--- src/rtl/core/dtps_pkg.sv ---
// Shared types, constants and helpers for the decision tree path sum classifier.
package dtps_pkg;

   // Default sizes of the tables and of the value word
   localparam int MAX_NODES_DEFAULT    = 32;
   localparam int MAX_LEAVES_DEFAULT   = 32;
   localparam int MAX_FEATURES_DEFAULT = 16;
   localparam int VALUE_BITS_DEFAULT   = 16;

   // Fixed field widths
   localparam int PATH_BITS   = 32;
   localparam int INDEX_BITS  = 5;
   localparam int FSEL_BITS   = 4;
   localparam int LABEL_BITS  = 8;
   localparam int COUNT_BITS  = 6;
   localparam int KIND_BITS   = 2;
   localparam int CSR_IDX_BITS = 2;

   // Request kinds carried in req_tuser
   localparam logic [KIND_BITS-1:0] REQ_NODE    = 2'd0;
   localparam logic [KIND_BITS-1:0] REQ_LEAF    = 2'd1;
   localparam logic [KIND_BITS-1:0] REQ_FEATURE = 2'd2;

   // Register indexes on the csr port
   localparam logic [CSR_IDX_BITS-1:0] CSR_NODE_COUNT = 2'd0;
   localparam logic [CSR_IDX_BITS-1:0] CSR_LEAF_COUNT = 2'd1;

   // Address width for a table of a given depth (at least one bit)
   function automatic int addr_bits(int depth);
      return (depth > 1) ? $clog2(depth) : 1;
   endfunction

   // Smaller of two sizes
   function automatic int min_int(int a, int b);
      return (a < b) ? a : b;
   endfunction

   typedef enum logic [1:0] {
      ST_IDLE,
      ST_NODE_RUN,
      ST_LEAF_RUN,
      ST_FINISH
   } ctrl_state_type;

   // Controller to datapath
   typedef struct packed {
      logic take;      // request beat accepted this cycle
      logic start;     // classification begins, clear working state
      logic node_run;  // node compare pass
      logic leaf_run;  // leaf scoring pass
      logic load_out;  // move best leaf into the output register
   } cmd_type;

   // Datapath to controller
   typedef struct packed {
      logic node_done;
      logic leaf_done;
      logic out_free;
   } status_type;

endpackage

--- src/rtl/core/dtps_ram.sv ---
// Generic single write port, single read port RAM with registered read.
module dtps_ram #(
   parameter int WIDTH = 8,
   parameter int DEPTH = 32,
   localparam int AddrBits = dtps_pkg::addr_bits(DEPTH)
) (
   input  logic                clock,
   input  logic                wr_en,
   input  logic [AddrBits-1:0] wr_addr,
   input  logic [WIDTH-1:0]    wr_data,
   input  logic                rd_en,
   input  logic [AddrBits-1:0] rd_addr,
   output logic [WIDTH-1:0]    rd_data
);

   logic [WIDTH-1:0] mem_ff [DEPTH];
   logic [WIDTH-1:0] rd_data_ff;

   always_ff @(posedge clock) begin
      if (wr_en) begin
         mem_ff[wr_addr] <= wr_data;
      end
      if (rd_en) begin
         rd_data_ff <= mem_ff[rd_addr];
      end
   end

   assign rd_data = rd_data_ff;

endmodule

--- src/rtl/core/dtps_ctrl.sv ---
// Sequencer for table loads, node compare pass, leaf scoring pass and result hand-off.
module dtps_ctrl (
   input  logic                               clock,
   input  logic                               reset,
   input  logic                               req_tvalid,
   output logic                               req_tready,
   input  logic [dtps_pkg::KIND_BITS-1:0]     req_kind,
   input  logic                               req_last,
   input  dtps_pkg::status_type               status,
   output dtps_pkg::cmd_type                  cmd
);

   dtps_pkg::ctrl_state_type state_ff, state_in;

   // State register
   always_ff @(posedge clock) begin
      if (reset) begin
         state_ff <= dtps_pkg::ST_IDLE;
      end else begin
         state_ff <= state_in;
      end
   end

   // Next state and commands
   always_comb begin
      state_in   = state_ff;
      req_tready = 1'b0;
      cmd        = '0;
      case (state_ff)
         dtps_pkg::ST_IDLE: begin
            req_tready = 1'b1;
            cmd.take   = req_tvalid;
            if (req_tvalid && req_kind == dtps_pkg::REQ_FEATURE && req_last) begin
               cmd.start = 1'b1;
               state_in  = dtps_pkg::ST_NODE_RUN;
            end
         end
         dtps_pkg::ST_NODE_RUN: begin
            cmd.node_run = 1'b1;
            if (status.node_done) begin
               state_in = dtps_pkg::ST_LEAF_RUN;
            end
         end
         dtps_pkg::ST_LEAF_RUN: begin
            cmd.leaf_run = 1'b1;
            if (status.leaf_done) begin
               state_in = dtps_pkg::ST_FINISH;
            end
         end
         dtps_pkg::ST_FINISH: begin
            // wait until the output register can take the result
            if (status.out_free) begin
               cmd.load_out = 1'b1;
               state_in     = dtps_pkg::ST_IDLE;
            end
         end
         default: begin
            state_in = dtps_pkg::ST_IDLE;
         end
      endcase
   end

endmodule

--- src/rtl/core/dtps_dp.sv ---
// Datapath: tables, count registers, node compare pipeline, leaf scoring and output register.
module dtps_dp #(
   parameter int MAX_NODES    = dtps_pkg::MAX_NODES_DEFAULT,
   parameter int MAX_LEAVES   = dtps_pkg::MAX_LEAVES_DEFAULT,
   parameter int MAX_FEATURES = dtps_pkg::MAX_FEATURES_DEFAULT,
   parameter int VALUE_BITS   = dtps_pkg::VALUE_BITS_DEFAULT
) (
   input  logic                                   clock,
   input  logic                                   reset,
   input  dtps_pkg::cmd_type                      cmd,
   output dtps_pkg::status_type                   status,
   // request fields
   input  logic [dtps_pkg::KIND_BITS-1:0]         req_kind,
   input  logic [dtps_pkg::INDEX_BITS-1:0]        req_entry_index,
   input  logic [dtps_pkg::FSEL_BITS-1:0]         req_feature_select,
   input  logic signed [VALUE_BITS-1:0]           req_fixed_value,
   input  logic [dtps_pkg::LABEL_BITS-1:0]        req_leaf_class,
   input  logic [dtps_pkg::PATH_BITS-1:0]         req_path_members,
   input  logic [dtps_pkg::PATH_BITS-1:0]         req_path_went_left,
   // configuration writes
   input  logic                                   csr_write,
   input  logic [dtps_pkg::CSR_IDX_BITS-1:0]      csr_index,
   input  logic [dtps_pkg::COUNT_BITS-1:0]        csr_data,
   // result register
   output logic                                   rsp_valid,
   input  logic                                   rsp_taken,
   output logic [dtps_pkg::LABEL_BITS-1:0]        rsp_predicted_class,
   output logic [dtps_pkg::INDEX_BITS-1:0]        rsp_winning_leaf,
   output logic [dtps_pkg::COUNT_BITS-1:0]        rsp_winning_score
);

   localparam int NodeDepth = dtps_pkg::min_int(MAX_NODES, dtps_pkg::PATH_BITS);
   localparam int LeafDepth = dtps_pkg::min_int(MAX_LEAVES, dtps_pkg::PATH_BITS);
   localparam int FeatDepth = dtps_pkg::min_int(MAX_FEATURES, dtps_pkg::PATH_BITS);
   localparam int NodeAw = dtps_pkg::addr_bits(NodeDepth);
   localparam int LeafAw = dtps_pkg::addr_bits(LeafDepth);
   localparam int FeatAw = dtps_pkg::addr_bits(FeatDepth);
   localparam int NodeWidth = dtps_pkg::FSEL_BITS + VALUE_BITS;
   localparam int LeafWidth = dtps_pkg::LABEL_BITS + 2 * dtps_pkg::PATH_BITS;
   localparam int CountBits = dtps_pkg::COUNT_BITS;

   // ---------------------------------------------------------------
   // Count registers
   logic [CountBits-1:0] node_count_ff, leaf_count_ff;

   always_ff @(posedge clock) begin
      if (reset) begin
         node_count_ff <= '0;
         leaf_count_ff <= '0;
      end else if (csr_write) begin
         case (csr_index)
            dtps_pkg::CSR_NODE_COUNT: node_count_ff <= csr_data;
            dtps_pkg::CSR_LEAF_COUNT: leaf_count_ff <= csr_data;
            default: ;
         endcase
      end
   end

   // counts beyond the table size act as the table size
   logic [CountBits-1:0] nodes, leaves;
   assign nodes  = (node_count_ff > CountBits'(NodeDepth)) ? CountBits'(NodeDepth)
                                                           : node_count_ff;
   assign leaves = (leaf_count_ff > CountBits'(LeafDepth)) ? CountBits'(LeafDepth)
                                                           : leaf_count_ff;

   // ---------------------------------------------------------------
   // Table write decode
   logic [31:0] entry_wide;
   logic        node_wr, leaf_wr, feat_wr;

   assign entry_wide = 32'(req_entry_index);
   assign node_wr = cmd.take && req_kind == dtps_pkg::REQ_NODE
                    && entry_wide < 32'(MAX_NODES);
   assign leaf_wr = cmd.take && req_kind == dtps_pkg::REQ_LEAF
                    && entry_wide < 32'(MAX_LEAVES);
   assign feat_wr = cmd.take && req_kind == dtps_pkg::REQ_FEATURE
                    && entry_wide < 32'(MAX_FEATURES);

   // ---------------------------------------------------------------
   // Node compare pass: issue, node read, feature read, compare
   logic [CountBits-1:0]              node_idx_ff, node_idx_in;
   logic                              node_issue;
   logic                              s1_valid_ff;
   logic [dtps_pkg::INDEX_BITS-1:0]   s1_idx_ff;
   logic                              s2_valid_ff;
   logic [dtps_pkg::INDEX_BITS-1:0]   s2_idx_ff;
   logic                              s2_zero_ff;
   logic signed [VALUE_BITS-1:0]      s2_thr_ff;
   logic [dtps_pkg::PATH_BITS-1:0]    ind_ff, ind_in;

   logic [NodeWidth-1:0]              node_rd_data;
   logic [dtps_pkg::FSEL_BITS-1:0]    node_fsel;
   logic signed [VALUE_BITS-1:0]      node_thr;
   logic [31:0]                       fsel_wide;
   logic                              fsel_out;
   logic [VALUE_BITS-1:0]             feat_rd_data;
   logic signed [VALUE_BITS-1:0]      feat_value;

   assign node_issue  = cmd.node_run && node_idx_ff < nodes;
   assign node_idx_in = node_idx_ff + CountBits'(1);

   assign node_fsel = node_rd_data[dtps_pkg::FSEL_BITS-1:0];
   assign node_thr  = $signed(node_rd_data[NodeWidth-1:dtps_pkg::FSEL_BITS]);
   assign fsel_wide = 32'(node_fsel);
   assign fsel_out  = fsel_wide >= 32'(MAX_FEATURES);

   // a node on a feature past the store compares zero
   assign feat_value = s2_zero_ff ? '0 : $signed(feat_rd_data);

   always_comb begin
      ind_in = ind_ff;
      if (s2_valid_ff && feat_value > s2_thr_ff) begin
         ind_in[s2_idx_ff] = 1'b1;
      end
   end

   always_ff @(posedge clock) begin
      if (reset) begin
         node_idx_ff <= '0;
         s1_valid_ff <= 1'b0;
         s2_valid_ff <= 1'b0;
      end else begin
         if (cmd.start) begin
            node_idx_ff <= '0;
         end else if (node_issue) begin
            node_idx_ff <= node_idx_in;
         end
         s1_valid_ff <= node_issue;
         s2_valid_ff <= s1_valid_ff;
      end
   end

   always_ff @(posedge clock) begin
      s1_idx_ff  <= node_idx_ff[dtps_pkg::INDEX_BITS-1:0];
      s2_idx_ff  <= s1_idx_ff;
      s2_zero_ff <= fsel_out;
      s2_thr_ff  <= node_thr;
      if (cmd.start) begin
         ind_ff <= '0;
      end else begin
         ind_ff <= ind_in;
      end
   end

   assign status.node_done = node_idx_ff >= nodes && !s1_valid_ff && !s2_valid_ff;

   dtps_ram #(
      .WIDTH (NodeWidth),
      .DEPTH (NodeDepth)
   ) u_node_ram (
      .clock   (clock),
      .wr_en   (node_wr),
      .wr_addr (entry_wide[NodeAw-1:0]),
      .wr_data ({req_fixed_value, req_feature_select}),
      .rd_en   (node_issue),
      .rd_addr (node_idx_ff[NodeAw-1:0]),
      .rd_data (node_rd_data)
   );

   dtps_ram #(
      .WIDTH (VALUE_BITS),
      .DEPTH (FeatDepth)
   ) u_feat_ram (
      .clock   (clock),
      .wr_en   (feat_wr),
      .wr_addr (entry_wide[FeatAw-1:0]),
      .wr_data (req_fixed_value),
      .rd_en   (s1_valid_ff && !fsel_out),
      .rd_addr (fsel_wide[FeatAw-1:0]),
      .rd_data (feat_rd_data)
   );

   // ---------------------------------------------------------------
   // Leaf scoring pass: issue, leaf read and mismatch count, best update
   logic [CountBits-1:0]              leaf_idx_ff, leaf_idx_in;
   logic                              leaf_issue;
   logic                              l1_valid_ff;
   logic [dtps_pkg::INDEX_BITS-1:0]   l1_idx_ff;
   logic                              l2_valid_ff;
   logic [dtps_pkg::INDEX_BITS-1:0]   l2_idx_ff;
   logic [dtps_pkg::LABEL_BITS-1:0]   l2_label_ff;
   logic [CountBits-1:0]              l2_score_ff;
   logic [LeafWidth-1:0]              leaf_rd_data;
   logic [dtps_pkg::PATH_BITS-1:0]    node_mask;
   logic [dtps_pkg::PATH_BITS-1:0]    leaf_members, leaf_left, mismatch;

   logic                              found_ff;
   logic [dtps_pkg::LABEL_BITS-1:0]   best_label_ff;
   logic [dtps_pkg::INDEX_BITS-1:0]   best_leaf_ff;
   logic [CountBits-1:0]              best_score_ff;
   logic                              best_take;

   assign leaf_issue  = cmd.leaf_run && leaf_idx_ff < leaves;
   assign leaf_idx_in = leaf_idx_ff + CountBits'(1);

   // only path bits of nodes in use count
   always_comb begin
      for (int i = 0; i < dtps_pkg::PATH_BITS; i++) begin
         node_mask[i] = nodes > CountBits'(i);
      end
   end

   assign leaf_members = leaf_rd_data[dtps_pkg::LABEL_BITS +: dtps_pkg::PATH_BITS];
   assign leaf_left    = leaf_rd_data[dtps_pkg::LABEL_BITS + dtps_pkg::PATH_BITS +:
                                      dtps_pkg::PATH_BITS];
   // indicator equal to the left bit means the path disagrees there
   assign mismatch = leaf_members & node_mask & ~(ind_ff ^ leaf_left);

   assign best_take = l2_valid_ff && (!found_ff || l2_score_ff < best_score_ff);

   always_ff @(posedge clock) begin
      if (reset) begin
         leaf_idx_ff <= '0;
         l1_valid_ff <= 1'b0;
         l2_valid_ff <= 1'b0;
         found_ff    <= 1'b0;
      end else begin
         if (cmd.start) begin
            leaf_idx_ff <= '0;
            found_ff    <= 1'b0;
         end else begin
            if (leaf_issue) begin
               leaf_idx_ff <= leaf_idx_in;
            end
            if (best_take) begin
               found_ff <= 1'b1;
            end
         end
         l1_valid_ff <= leaf_issue;
         l2_valid_ff <= l1_valid_ff;
      end
   end

   always_ff @(posedge clock) begin
      l1_idx_ff   <= leaf_idx_ff[dtps_pkg::INDEX_BITS-1:0];
      l2_idx_ff   <= l1_idx_ff;
      l2_label_ff <= leaf_rd_data[dtps_pkg::LABEL_BITS-1:0];
      l2_score_ff <= CountBits'($countones(mismatch));
      if (cmd.start) begin
         best_label_ff <= '0;
         best_leaf_ff  <= '0;
         best_score_ff <= '0;
      end else if (best_take) begin
         best_label_ff <= l2_label_ff;
         best_leaf_ff  <= l2_idx_ff;
         best_score_ff <= l2_score_ff;
      end
   end

   assign status.leaf_done = leaf_idx_ff >= leaves && !l1_valid_ff && !l2_valid_ff;

   dtps_ram #(
      .WIDTH (LeafWidth),
      .DEPTH (LeafDepth)
   ) u_leaf_ram (
      .clock   (clock),
      .wr_en   (leaf_wr),
      .wr_addr (entry_wide[LeafAw-1:0]),
      .wr_data ({req_path_went_left, req_path_members, req_leaf_class}),
      .rd_en   (leaf_issue),
      .rd_addr (leaf_idx_ff[LeafAw-1:0]),
      .rd_data (leaf_rd_data)
   );

   // ---------------------------------------------------------------
   // Output register
   logic                              out_valid_ff;
   logic [dtps_pkg::LABEL_BITS-1:0]   out_label_ff;
   logic [dtps_pkg::INDEX_BITS-1:0]   out_leaf_ff;
   logic [CountBits-1:0]              out_score_ff;

   always_ff @(posedge clock) begin
      if (reset) begin
         out_valid_ff <= 1'b0;
      end else if (cmd.load_out) begin
         out_valid_ff <= 1'b1;
      end else if (rsp_taken) begin
         out_valid_ff <= 1'b0;
      end
   end

   always_ff @(posedge clock) begin
      if (cmd.load_out) begin
         out_label_ff <= best_label_ff;
         out_leaf_ff  <= best_leaf_ff;
         out_score_ff <= best_score_ff;
      end
   end

   assign status.out_free     = !out_valid_ff || rsp_taken;
   assign rsp_valid           = out_valid_ff;
   assign rsp_predicted_class = out_label_ff;
   assign rsp_winning_leaf    = out_leaf_ff;
   assign rsp_winning_score   = out_score_ff;

endmodule

--- src/rtl/core/decision_tree_path_sum_classifier_top.sv ---
// Top level of the decision tree path sum classifier.
//
//   channel  dir  handshake              payload
//   req      in   req_tvalid/req_tready  tdata entries, tuser kind, tlast last feature
//   rsp      out  rsp_tvalid/rsp_tready  tdata class, leaf, score
//   csr      in   csr_valid/csr_ready    csr_index, csr_data (count registers)
//
// Node, leaf and feature loads are accepted one beat per cycle while idle.
// A feature beat with tlast starts a classification: the node pass reads the node RAM
// then the feature RAM once per node, the leaf pass reads the leaf RAM once per leaf.
// Result goes to an output register; loads continue while it waits,
// but the next classification holds in its final state until the result is taken.
// Reset clears counts and control; table contents stay undefined until written.
module decision_tree_path_sum_classifier_top #(
   parameter int MAX_NODES    = dtps_pkg::MAX_NODES_DEFAULT,
   parameter int MAX_LEAVES   = dtps_pkg::MAX_LEAVES_DEFAULT,
   parameter int MAX_FEATURES = dtps_pkg::MAX_FEATURES_DEFAULT,
   parameter int VALUE_BITS   = dtps_pkg::VALUE_BITS_DEFAULT,
   localparam int ReqBits = dtps_pkg::INDEX_BITS + dtps_pkg::FSEL_BITS + VALUE_BITS
                            + dtps_pkg::LABEL_BITS + 2 * dtps_pkg::PATH_BITS,
   localparam int ReqDataBits = ((ReqBits + 7) / 8) * 8,
   localparam int RspBits = dtps_pkg::LABEL_BITS + dtps_pkg::INDEX_BITS
                            + dtps_pkg::COUNT_BITS,
   localparam int RspDataBits = ((RspBits + 7) / 8) * 8
) (
   input  logic                                 clock,
   input  logic                                 reset,
   // request beats
   input  logic                                 req_tvalid,
   output logic                                 req_tready,
   // entry_index, feature_select, fixed_value, leaf_class, path_members,
   // path_went_left, zero pad
   input  logic [ReqDataBits-1:0]               req_tdata,
   // req_type
   input  logic [dtps_pkg::KIND_BITS-1:0]       req_tuser,
   // last_feature
   input  logic                                 req_tlast,
   // result beats
   output logic                                 rsp_tvalid,
   input  logic                                 rsp_tready,
   // predicted_class, winning_leaf, winning_score, zero pad
   output logic [RspDataBits-1:0]               rsp_tdata,
   // count register writes
   input  logic                                 csr_valid,
   output logic                                 csr_ready,
   input  logic [dtps_pkg::CSR_IDX_BITS-1:0]    csr_index,
   input  logic [dtps_pkg::COUNT_BITS-1:0]      csr_data
);

   localparam int FselLo  = dtps_pkg::INDEX_BITS;
   localparam int ValueLo = FselLo + dtps_pkg::FSEL_BITS;
   localparam int LabelLo = ValueLo + VALUE_BITS;
   localparam int MembLo  = LabelLo + dtps_pkg::LABEL_BITS;
   localparam int LeftLo  = MembLo + dtps_pkg::PATH_BITS;

   dtps_pkg::cmd_type    cmd;
   dtps_pkg::status_type status;

   logic [dtps_pkg::LABEL_BITS-1:0] rsp_predicted_class;
   logic [dtps_pkg::INDEX_BITS-1:0] rsp_winning_leaf;
   logic [dtps_pkg::COUNT_BITS-1:0] rsp_winning_score;

   // count registers are written any time
   assign csr_ready = 1'b1;

   dtps_ctrl u_ctrl (
      .clock      (clock),
      .reset      (reset),
      .req_tvalid (req_tvalid),
      .req_tready (req_tready),
      .req_kind   (req_tuser),
      .req_last   (req_tlast),
      .status     (status),
      .cmd        (cmd)
   );

   dtps_dp #(
      .MAX_NODES    (MAX_NODES),
      .MAX_LEAVES   (MAX_LEAVES),
      .MAX_FEATURES (MAX_FEATURES),
      .VALUE_BITS   (VALUE_BITS)
   ) u_dp (
      .clock               (clock),
      .reset               (reset),
      .cmd                 (cmd),
      .status              (status),
      .req_kind            (req_tuser),
      .req_entry_index     (req_tdata[dtps_pkg::INDEX_BITS-1:0]),
      .req_feature_select  (req_tdata[FselLo +: dtps_pkg::FSEL_BITS]),
      .req_fixed_value     ($signed(req_tdata[ValueLo +: VALUE_BITS])),
      .req_leaf_class      (req_tdata[LabelLo +: dtps_pkg::LABEL_BITS]),
      .req_path_members    (req_tdata[MembLo +: dtps_pkg::PATH_BITS]),
      .req_path_went_left  (req_tdata[LeftLo +: dtps_pkg::PATH_BITS]),
      .csr_write           (csr_valid && csr_ready),
      .csr_index           (csr_index),
      .csr_data            (csr_data),
      .rsp_valid           (rsp_tvalid),
      .rsp_taken           (rsp_tready),
      .rsp_predicted_class (rsp_predicted_class),
      .rsp_winning_leaf    (rsp_winning_leaf),
      .rsp_winning_score   (rsp_winning_score)
   );

   // pack the result beat, lowest field first
   assign rsp_tdata = RspDataBits'({rsp_winning_score, rsp_winning_leaf,
                                    rsp_predicted_class});

endmodule

--- config.mk ---
export PLATFORM = sky130hd
export DESIGN_NAME = decision_tree_path_sum_classifier_top
export DESIGN_NICKNAME = d
export VERILOG_FILES = /design/src/rtl/core/dtps_pkg.sv /design/src/rtl/core/dtps_ram.sv /design/src/rtl/core/dtps_ctrl.sv /design/src/rtl/core/dtps_dp.sv /design/src/rtl/core/decision_tree_path_sum_classifier_top.sv
export SDC_FILE = /design/constraint.sdc
export NUM_CORES = 2
export LEC_CHECK = 0
export BUFFER_PORTS_ARGS = -buffer_cell sky130_fd_sc_hd__buf_2
export CORE_UTILIZATION = 60
export CTS_BUF_LIST = sky130_fd_sc_hd__clkbuf_8 sky130_fd_sc_hd__clkbuf_16
export DETAILED_ROUTE_END_ITERATION = 10
export PLACE_DENSITY = 0.72
export SYNTH_ARGS = -nofsm -noshare
export SYNTH_HDL_FRONTEND = slang
export SYNTH_SLANG_ARGS = --single-unit
export TNS_END_PERCENT = 10
--- constraint.sdc ---
create_clock -name clock -period 5.9 [get_ports clock]
set_input_delay 0.59 -clock clock [delete_from_list [all_inputs] [get_ports clock]]
set_output_delay 0.59 -clock clock [all_outputs]
set_load 0.005 [all_outputs]
Yosys cells after proc, flatten, opt, wreduce, memory -nomap -nowiden
Memory sizes are Yosys's and may differ from the RTL's. A register that Yosys moved wholly into a read port is not among the register bits.
Index checks and enable logic that the tools add are counted.
{"block": "word_totals", "regBits": 153, "mem_bits_rw": 3200, "latch_bits": 0, "mem_bits_ro": 0, "out_inout_bits": 27, "input_bits": 120, "elab_cells": 182, "mem_count": 3}
{"memory": "u_dp.u_leaf_ram.mem_ff", "words": 32, "word_bits": 72, "rd": 1, "rd_ports_with_merged_regs": 1, "wr": 1, "line": "dtps_ram.sv:16", "rtl": "logic [WIDTH-1:0] mem_ff [DEPTH];"}
{"memory": "u_dp.u_node_ram.mem_ff", "words": 32, "word_bits": 20, "rd": 1, "rd_ports_with_merged_regs": 1, "wr": 1, "line": "dtps_ram.sv:16"}
{"memory": "u_dp.u_feat_ram.mem_ff", "words": 16, "word_bits": 16, "rd": 1, "rd_ports_with_merged_regs": 1, "wr": 1, "line": "dtps_ram.sv:16"}
{"block": "op_classes", "n_div": 0, "order_cmp": 45, "n_eq_ne": 10, "bitwise": 5, "n_mux": 25, "add_sub_neg": 33, "n_reduce_logical": 35, "n_shift": 0, "mul": 0}
{"op": "greater-than comparator 6 x 5 -> 1 bit, second input constant", "n": 16}
{"op": "adder 6 bit", "n": 15}
{"op": "bitwise AND 32 bit", "n": 2}
{"op": "greater-than comparator 6 x 4 -> 1 bit, second input constant", "n": 8}
{"op": "adder 1 x 1 -> 2 bit", "n": 16}
{"op": "inverter 32 bit", "n": 1}
{"op": "bitwise OR 32 bit", "n": 1}
{"op": "XOR 32 bit", "n": 1}
{"op": "greater-than comparator 6 x 3 -> 1 bit, second input constant", "n": 4}
{"op": "logical AND 1 bit", "n": 18}
{"op": "< comparator 6 bit", "n": 3}
{"op": "greater-than comparator 16 bit", "n": 1}
{"op": "2-to-1 mux 16 bit", "n": 1}
{"op": "2-to-1 mux 1 bit", "n": 15}
{"op": "adder 6 x 1 -> 6 bit, second input constant", "n": 2}
{"op": "greater-or-equal comparator 6 bit", "n": 2}
{"op": "greater-than comparator 6 x 1 -> 1 bit, second input constant", "n": 2}
{"op": "greater-than comparator 6 x 2 -> 1 bit, second input constant", "n": 2}
{"op": "greater-than comparator 6 bit, second input constant", "n": 2}
{"op": "< comparator 5 x 6 -> 1 bit, second input constant", "n": 2}
{"op": "2-to-1 mux 6 bit", "n": 2}
{"op": "2-to-1 mux 2 bit", "n": 5}
{"op": "one-hot mux 2 bit (4 select lines)", "n": 1}
{"op": "logical NOT 1 bit", "n": 7}
{"op": "14 further kinds", "n": 24}

Logic depth before layout (Yosys ltp)
{"block": "logic_depth", "word_depth": 10, "ltp_mapped": 21, "mapped_depth_nobuf": 21}

Modules after synthesis
From an unflattened synthesis, not the netlist that was laid out.
{"block": "hier_totals", "hier_cells": 6787, "area_unflattened_um2": 133017.6}
{"module": "dtps_ram (u_dp.u_leaf_ram)", "cells_per_inst": 4208, "area_per_inst_um2": 89836.2, "instances": 1, "seq_area_each_um2": 71348.4}
{"module": "dtps_ram (u_dp.u_node_ram)", "cells_per_inst": 1414, "area_per_inst_um2": 25753.4, "instances": 1, "seq_area_each_um2": 19819.0}
{"module": "dtps_ram (u_dp.u_feat_ram)", "cells_per_inst": 432, "area_per_inst_um2": 10203.5, "instances": 1, "seq_area_each_um2": 8167.8}
{"module": "dtps_dp", "cells_per_inst": 699, "area_per_inst_um2": 6934.2, "instances": 1, "seq_area_each_um2": 3193.1}
{"module": "dtps_ctrl", "cells_per_inst": 26, "area_per_inst_um2": 237.7, "instances": 1, "seq_area_each_um2": 40.0}
{"module": "decision_tree_path_sum_classifier_top", "cells_per_inst": 8, "area_per_inst_um2": 52.6, "instances": 1, "seq_area_each_um2": 0.0}

Worst setup path after synthesis
OpenSTA, ideal clock, no wires.
{"block": "synth_path", "path_type": "input to register", "start": "input req_tdata[1]", "end": "memory u_dp.u_leaf_ram.mem_ff[18][0] (netlist bit) (enable)", "setup_time_ns": 0.503, "path_stages": 4, "setup_slack_ns": 1.066, "t_required_ns": 5.397, "arrival_ns": 4.332, "path_buffers": 1, "cell_sequence": "clkbuf_1 -> nor2b_1 -> nand3_1 -> nor2_1"}
{"block": "synth_via", "elab_chain_cells": 4}
{"item": "from (decl)", "line": "decision_tree_path_sum_classifier_top.sv:33", "rtl": "input logic [ReqDataBits-1:0] req_tdata,"}
{"item": "< comparator 5 x 6 -> 1 bit", "line": "dtps_dp.sv:75", "rtl": "&& entry_wide < 32'(MAX_LEAVES);"}
{"item": "logical AND 1 bit", "line": "dtps_dp.sv:75"}
{"item": "2-to-1 mux 1 bit", "line": "dtps_ram.sv:20", "rtl": "if (wr_en) begin"}
{"item": "2-to-1 mux 1 bit (implied by the code)", "line": "dtps_ram.sv:21", "rtl": "mem_ff[wr_addr] <= wr_data;"}
{"item": "to (decl)", "line": "dtps_ram.sv:16"}
Parallel ways exist; a longest one is shown, timed or not.

Final worst setup path
{"block": "layout_path", "start": "register u_dp.node_count_ff[3]", "end": "register u_dp.l2_score_ff[5]"}
{"block": "layout_via", "elab_chain_cells": 10, "word_cells_on_any_way": 67, "cone_classes": "add/sub (31); order compare (33); mux (1); bitwise (2)"}
{"item": "from (decl)", "line": "dtps_dp.sv:44", "rtl": "logic [CountBits-1:0] node_count_ff, leaf_count_ff;"}
{"item": "from (signal assigned)", "line": "dtps_dp.sv:52", "rtl": "dtps_pkg::CSR_NODE_COUNT: node_count_ff <= csr_data;"}
{"item": "greater-than comparator 6 bit", "line": "dtps_dp.sv:61", "rtl": "assign nodes = (node_count_ff > CountBits'(NodeDepth)) ? CountBits'(NodeDepth)"}
{"item": "2-to-1 mux 6 bit *", "line": "dtps_dp.sv:61"}
{"item": "greater-than comparator 6 x 1 -> 1 bit (tied with other cells)", "line": "dtps_dp.sv:199", "rtl": "node_mask[i] = nodes > CountBits'(i);"}
{"item": "bitwise AND 32 bit * (2 in a row)", "line": "dtps_dp.sv:207", "rtl": "assign mismatch = leaf_members & node_mask & ~(ind_ff ^ leaf_left);"}
{"item": "adder 1 x 1 -> 2 bit (implied by the code)", "line": "dtps_dp.sv:238", "rtl": "l2_score_ff <= CountBits'($countones(mismatch));"}
{"item": "adder 6 bit (implied by the code) (3 in a row)", "line": "dtps_dp.sv:238"}
{"item": "adder 6 bit (implied by the code) *", "line": "dtps_dp.sv:238"}
{"item": "to (signal assigned)", "line": "dtps_dp.sv:238"}
{"item": "to (decl)", "line": "dtps_dp.sv:182", "rtl": "logic [CountBits-1:0] l2_score_ff;"}
Every way passes the cells marked *; elsewhere a longest branch is shown, timed or not.
A chain may end at the register's enable or synchronous reset.

==> impl_metrics.env <==
export IMPL_cp_startpoint="u_dp.node_count_ff[3]"
export IMPL_synth_top_family_by_area="multiplexers"
export IMPL_drtPass1Iterations=8
export IMPL_ant_nets=0
export IMPL_outcome="finished, final reports clean"
export IMPL_nets=6110
export IMPL_tns_ns=0
export IMPL_worst_path_max_fanout=18
export IMPL_max_vdd_ir_drop_v=0.000341
export IMPL_ys_warn_count=0
export IMPL_cts_hold_buf=0
export IMPL_final_period_utilization=0.905
export IMPL_synth_xor_area_share=0.00305
export IMPL_syn_cell_area_um2=132000
export IMPL_chipWidth_um=471
export IMPL_routed_wl_um=313000
export IMPL_drt_initial_drc_count=7744
export IMPL_overflow=0
export IMPL_grt_pass1_vias=61500
export IMPL_ys_top_cells_by_area="edfxtp_1 76%, mux4_2 17%, dfxtp_1 2.0%, mux2_2 0.79%, ha_1 0.60%"
export IMPL_synth_top_flop_cell="edfxtp_1"
export IMPL_wl_per_cell_um=34.6
export IMPL_nFillCells=12900
export IMPL_initial_core_util=0.606
export IMPL_yosys_area_top_type="edfxtp_1"
export IMPL_synth_area_mux_share=0.182
export IMPL_start_kind="flip-flop"
export IMPL_clk_latency_ns=0.98
export IMPL_clk_pin_slew_ns=0.06
export IMPL_final_cell_area_um2=148000
export IMPL_grt_total_usage=0.285
export IMPL_die_area_um2=222000
export IMPL_min_path_type="primary input to flip-flop"
export IMPL_cts_buffers=353
export IMPL_rsz0062_at_grt="no"
export IMPL_synth_commonest_cells="3,327 x edfxtp_1, 1,000 x mux4_2, 165 x nor2_1, 153 x clkbuf_1, 133 x dfxtp_1"
export IMPL_die_h_um=471
export IMPL_clock_sinks=3460
export IMPL_async_reset_ff_frac=0
export IMPL_synth_fa_ha_area_frac=0.00992
export IMPL_grt_max_degree=101
export IMPL_setup_viol=0
export IMPL_viasPerCell=6.77
export IMPL_worstSetupEndpoint="u_dp.l2_score_ff[5]"
export IMPL_min_from="csr_data[5]"
export IMPL_ys_ff_latch=3460
export IMPL_rr_startpoint="u_dp.node_count_ff[3]"
export IMPL_synth_compound_area_share=0.00482
export IMPL_area_delta_synth_final_pct=12.3
export IMPL_synthDistinctLibCells=51
export IMPL_cts_resized=0
export IMPL_ys_seq_area_frac=0.778
export IMPL_p_leak_nw=45.8
export IMPL_endpoint_kind="flip-flop"
export IMPL_period_needed_ns=5.34
export IMPL_synthDominantCellAreaShare=0.757
export IMPL_routed_via_count=61200
export IMPL_cts_setup_buffers=0
export IMPL_grt_pass1_wl_um=445000
export IMPL_avgSynthCellArea_um2=23.8
export IMPL_cts_tree="yes"
export IMPL_ios=147
export IMPL_cts_root_buf="clkbuf_16"
export IMPL_antenna_found_initial=36
export IMPL_hpwl_um=158000
export IMPL_hold_ws_ns=0.0571
export IMPL_crit_type="flip-flop to flip-flop"
export IMPL_syn_inst=5538
export IMPL_fmax_mhz=187
export IMPL_io_buffers=133
export IMPL_place_area_um2=137000
export IMPL_core_um2=218000
export IMPL_crit_required_ns=6.76
export IMPL_drive_above_1_share=0.310
export IMPL_multi_input_area_um2=28300
export IMPL_critical_path_arrival_ns=6.21
export IMPL_clock_path_buffers=4
export IMPL_htreeDepth=5
export IMPL_worst_slew_pin_slew_ns=1.29
export IMPL_reg2reg_slack_ns=0.56
export IMPL_rows=171
export IMPL_cap_violations=0
export IMPL_drc_errors=0
export IMPL_yosys_area_share_simple=0.0119
export IMPL_power_density_nw_per_um2=342
export IMPL_yosysMostFrequentCell="edfxtp_1"
export IMPL_seqCellArea_um2=103000
export IMPL_skew_ns=0.0662
export IMPL_relSlewSlack=0.134
export IMPL_synth_edf_count=3327
export IMPL_rr_endpoint="u_dp.l2_score_ff[5]"
export IMPL_finalHoldViolCount=0
export IMPL_reg2regPathDepth=17
export IMPL_timing_max_transition_violations_final=0
export IMPL_gp_congestion=0.880
cell type report:
cell class,count,share of cell area
diodes,17,0.000287
clock buffers,376,0.0624
clock inverters,244,0.0115
inverters,77,0.00195
multi-input cells,1735,0.191
flip-flops and latches,3460,0.693
well taps,2854,0.0241
repair buffers,274,0.0158
report_power, final:
| group | internal (mW) | leakage (nW) | switching (mW) | total [mW] |
|---|---|---|---|---|
| clock | 12.3 | 5.72 | 8.92 | 21.2 |
| combinational | 0.895 | 9.08 | 1.20 | 2.10 |
| sequential | 27.2 | 31.0 | 0.146 | 27.3 |
metal layers:
metal  track usage  wire (um)
met1         0.397     117000
met2         0.464     156000
met3        0.0516      28300
met4        0.0951      10200
met5             0        170
cell usage in the layout (no fill, tap or decap), drive strengths merged, types with 14 or more instances in the layout:
cell type | netlist | layout
mux2i | 39 | 39
bufinv | 0 | 24
nand2b | 14 | 14
nor2 | 165 | 165
diode | 0 | 17
a21oi | 28 | 28
mux2 | 92 | 92
edfxtp | 3327 | 3327
clkbuf | 153 | 376
buf | 117 | 274
dfxtp | 133 | 133
inv | 76 | 169
nor3 | 15 | 15
fa | 26 | 26
clkinv | 1 | 123
mux4 | 1000 | 1000
ha | 63 | 63
nand2 | 97 | 97
xnor2 | 36 | 36
o21ai | 48 | 48
worst max-delay path: stages, from the launching register on:
cell	delay, ns
dfxtp_1	0.69
nand2_1	0.22
nor3_1	0.34
a31oi_1	0.15
ha_1	0.24
fa_1	0.55
inv_1	0.05
fa_1	0.48
inv_1	0.05
fa_1	0.48
fa_1	0.51
fa_1	0.50
ha_1	0.17
inv_1	0.06
fa_1	0.45
nor2b_1	0.12
o21ai_0	0.10
nand2b_1	0.08
metrics by stage:
| stage | power (mW) | utilization | std cells | setup slack (ns) |
|---|---|---|---|---|
| after global placement | 29.8 | 0.630 | 8400 | 0.664 |
| after detailed placement | 29.9 | 0.630 | 8400 | 0.629 |
| after CTS | 50.8 | 0.680 | 9020 | 0.590 |
| after floorplan | 29.1 | - | 5542 | 1.07 |
| final | 50.6 | 0.680 | 9037 | 0.558 |
| after global routing | 51.8 | 0.680 | 9027 | 0.269 |
worst min-delay path by stage:
| stage | to | depth (start not counted) |
|---|---|---|
| final | u_dp.node_count_ff[5] | 3 |
| after global routing | u_dp.leaf_count_ff[5] | 3 |
| after CTS | u_dp.leaf_count_ff[4] | 3 |
| after detailed placement | u_dp.l2_idx_ff[3] | 0 |
| after global placement | u_dp.l2_idx_ff[0] | 0 |
| after floorplan | u_dp.l2_idx_ff[0] | 0 |
kinds of logic after synthesis:
logic type                 after synthesis
AOI/OAI and AO/OA                      108
xor gates and xnor gates                46
adders and majority gates               89
buffers and inverters                  347
DFF                                   3460
muxes                                 1131
other                                    2
and+or+nand+nor                        355
state kept, by name, indices dropped and copies added, names as in the netlist, 5 cells and up:
| signal | cells |
|---|---|
| u_dp.u_leaf_ram.rd_data | 72 |
| u_dp.best_leaf_ff | 5 |
| u_dp.node_idx_ff | 6 |
| u_dp.best_label_ff | 8 |
| u_dp.u_node_ram.rd_data | 20 |
| u_dp.s2_idx_ff | 5 |
| u_dp.u_feat_ram.mem_ff | 256 |
| u_dp.u_node_ram.mem_ff | 640 |
| u_dp.s1_idx_ff | 5 |
| u_dp.l1_idx_ff | 5 |
| u_dp.leaf_idx_ff | 6 |
| u_dp.rsp_predicted_class | 8 |
| u_dp.l2_idx_ff | 5 |
| u_dp.ind_ff | 32 |
| u_dp.l2_label_ff | 8 |
| u_dp.l2_score_ff | 6 |
| u_dp.u_feat_ram.rd_data | 16 |
| u_dp.node_count_ff | 6 |
| u_dp.u_leaf_ram.mem_ff | 2304 |
| u_dp.s2_thr_ff | 16 |
| u_dp.leaf_count_ff | 6 |
| u_dp.best_score_ff | 6 |
| u_dp.rsp_winning_score | 6 |
| u_dp.rsp_winning_leaf | 5 |
Power figures use the tool's default switching activity.
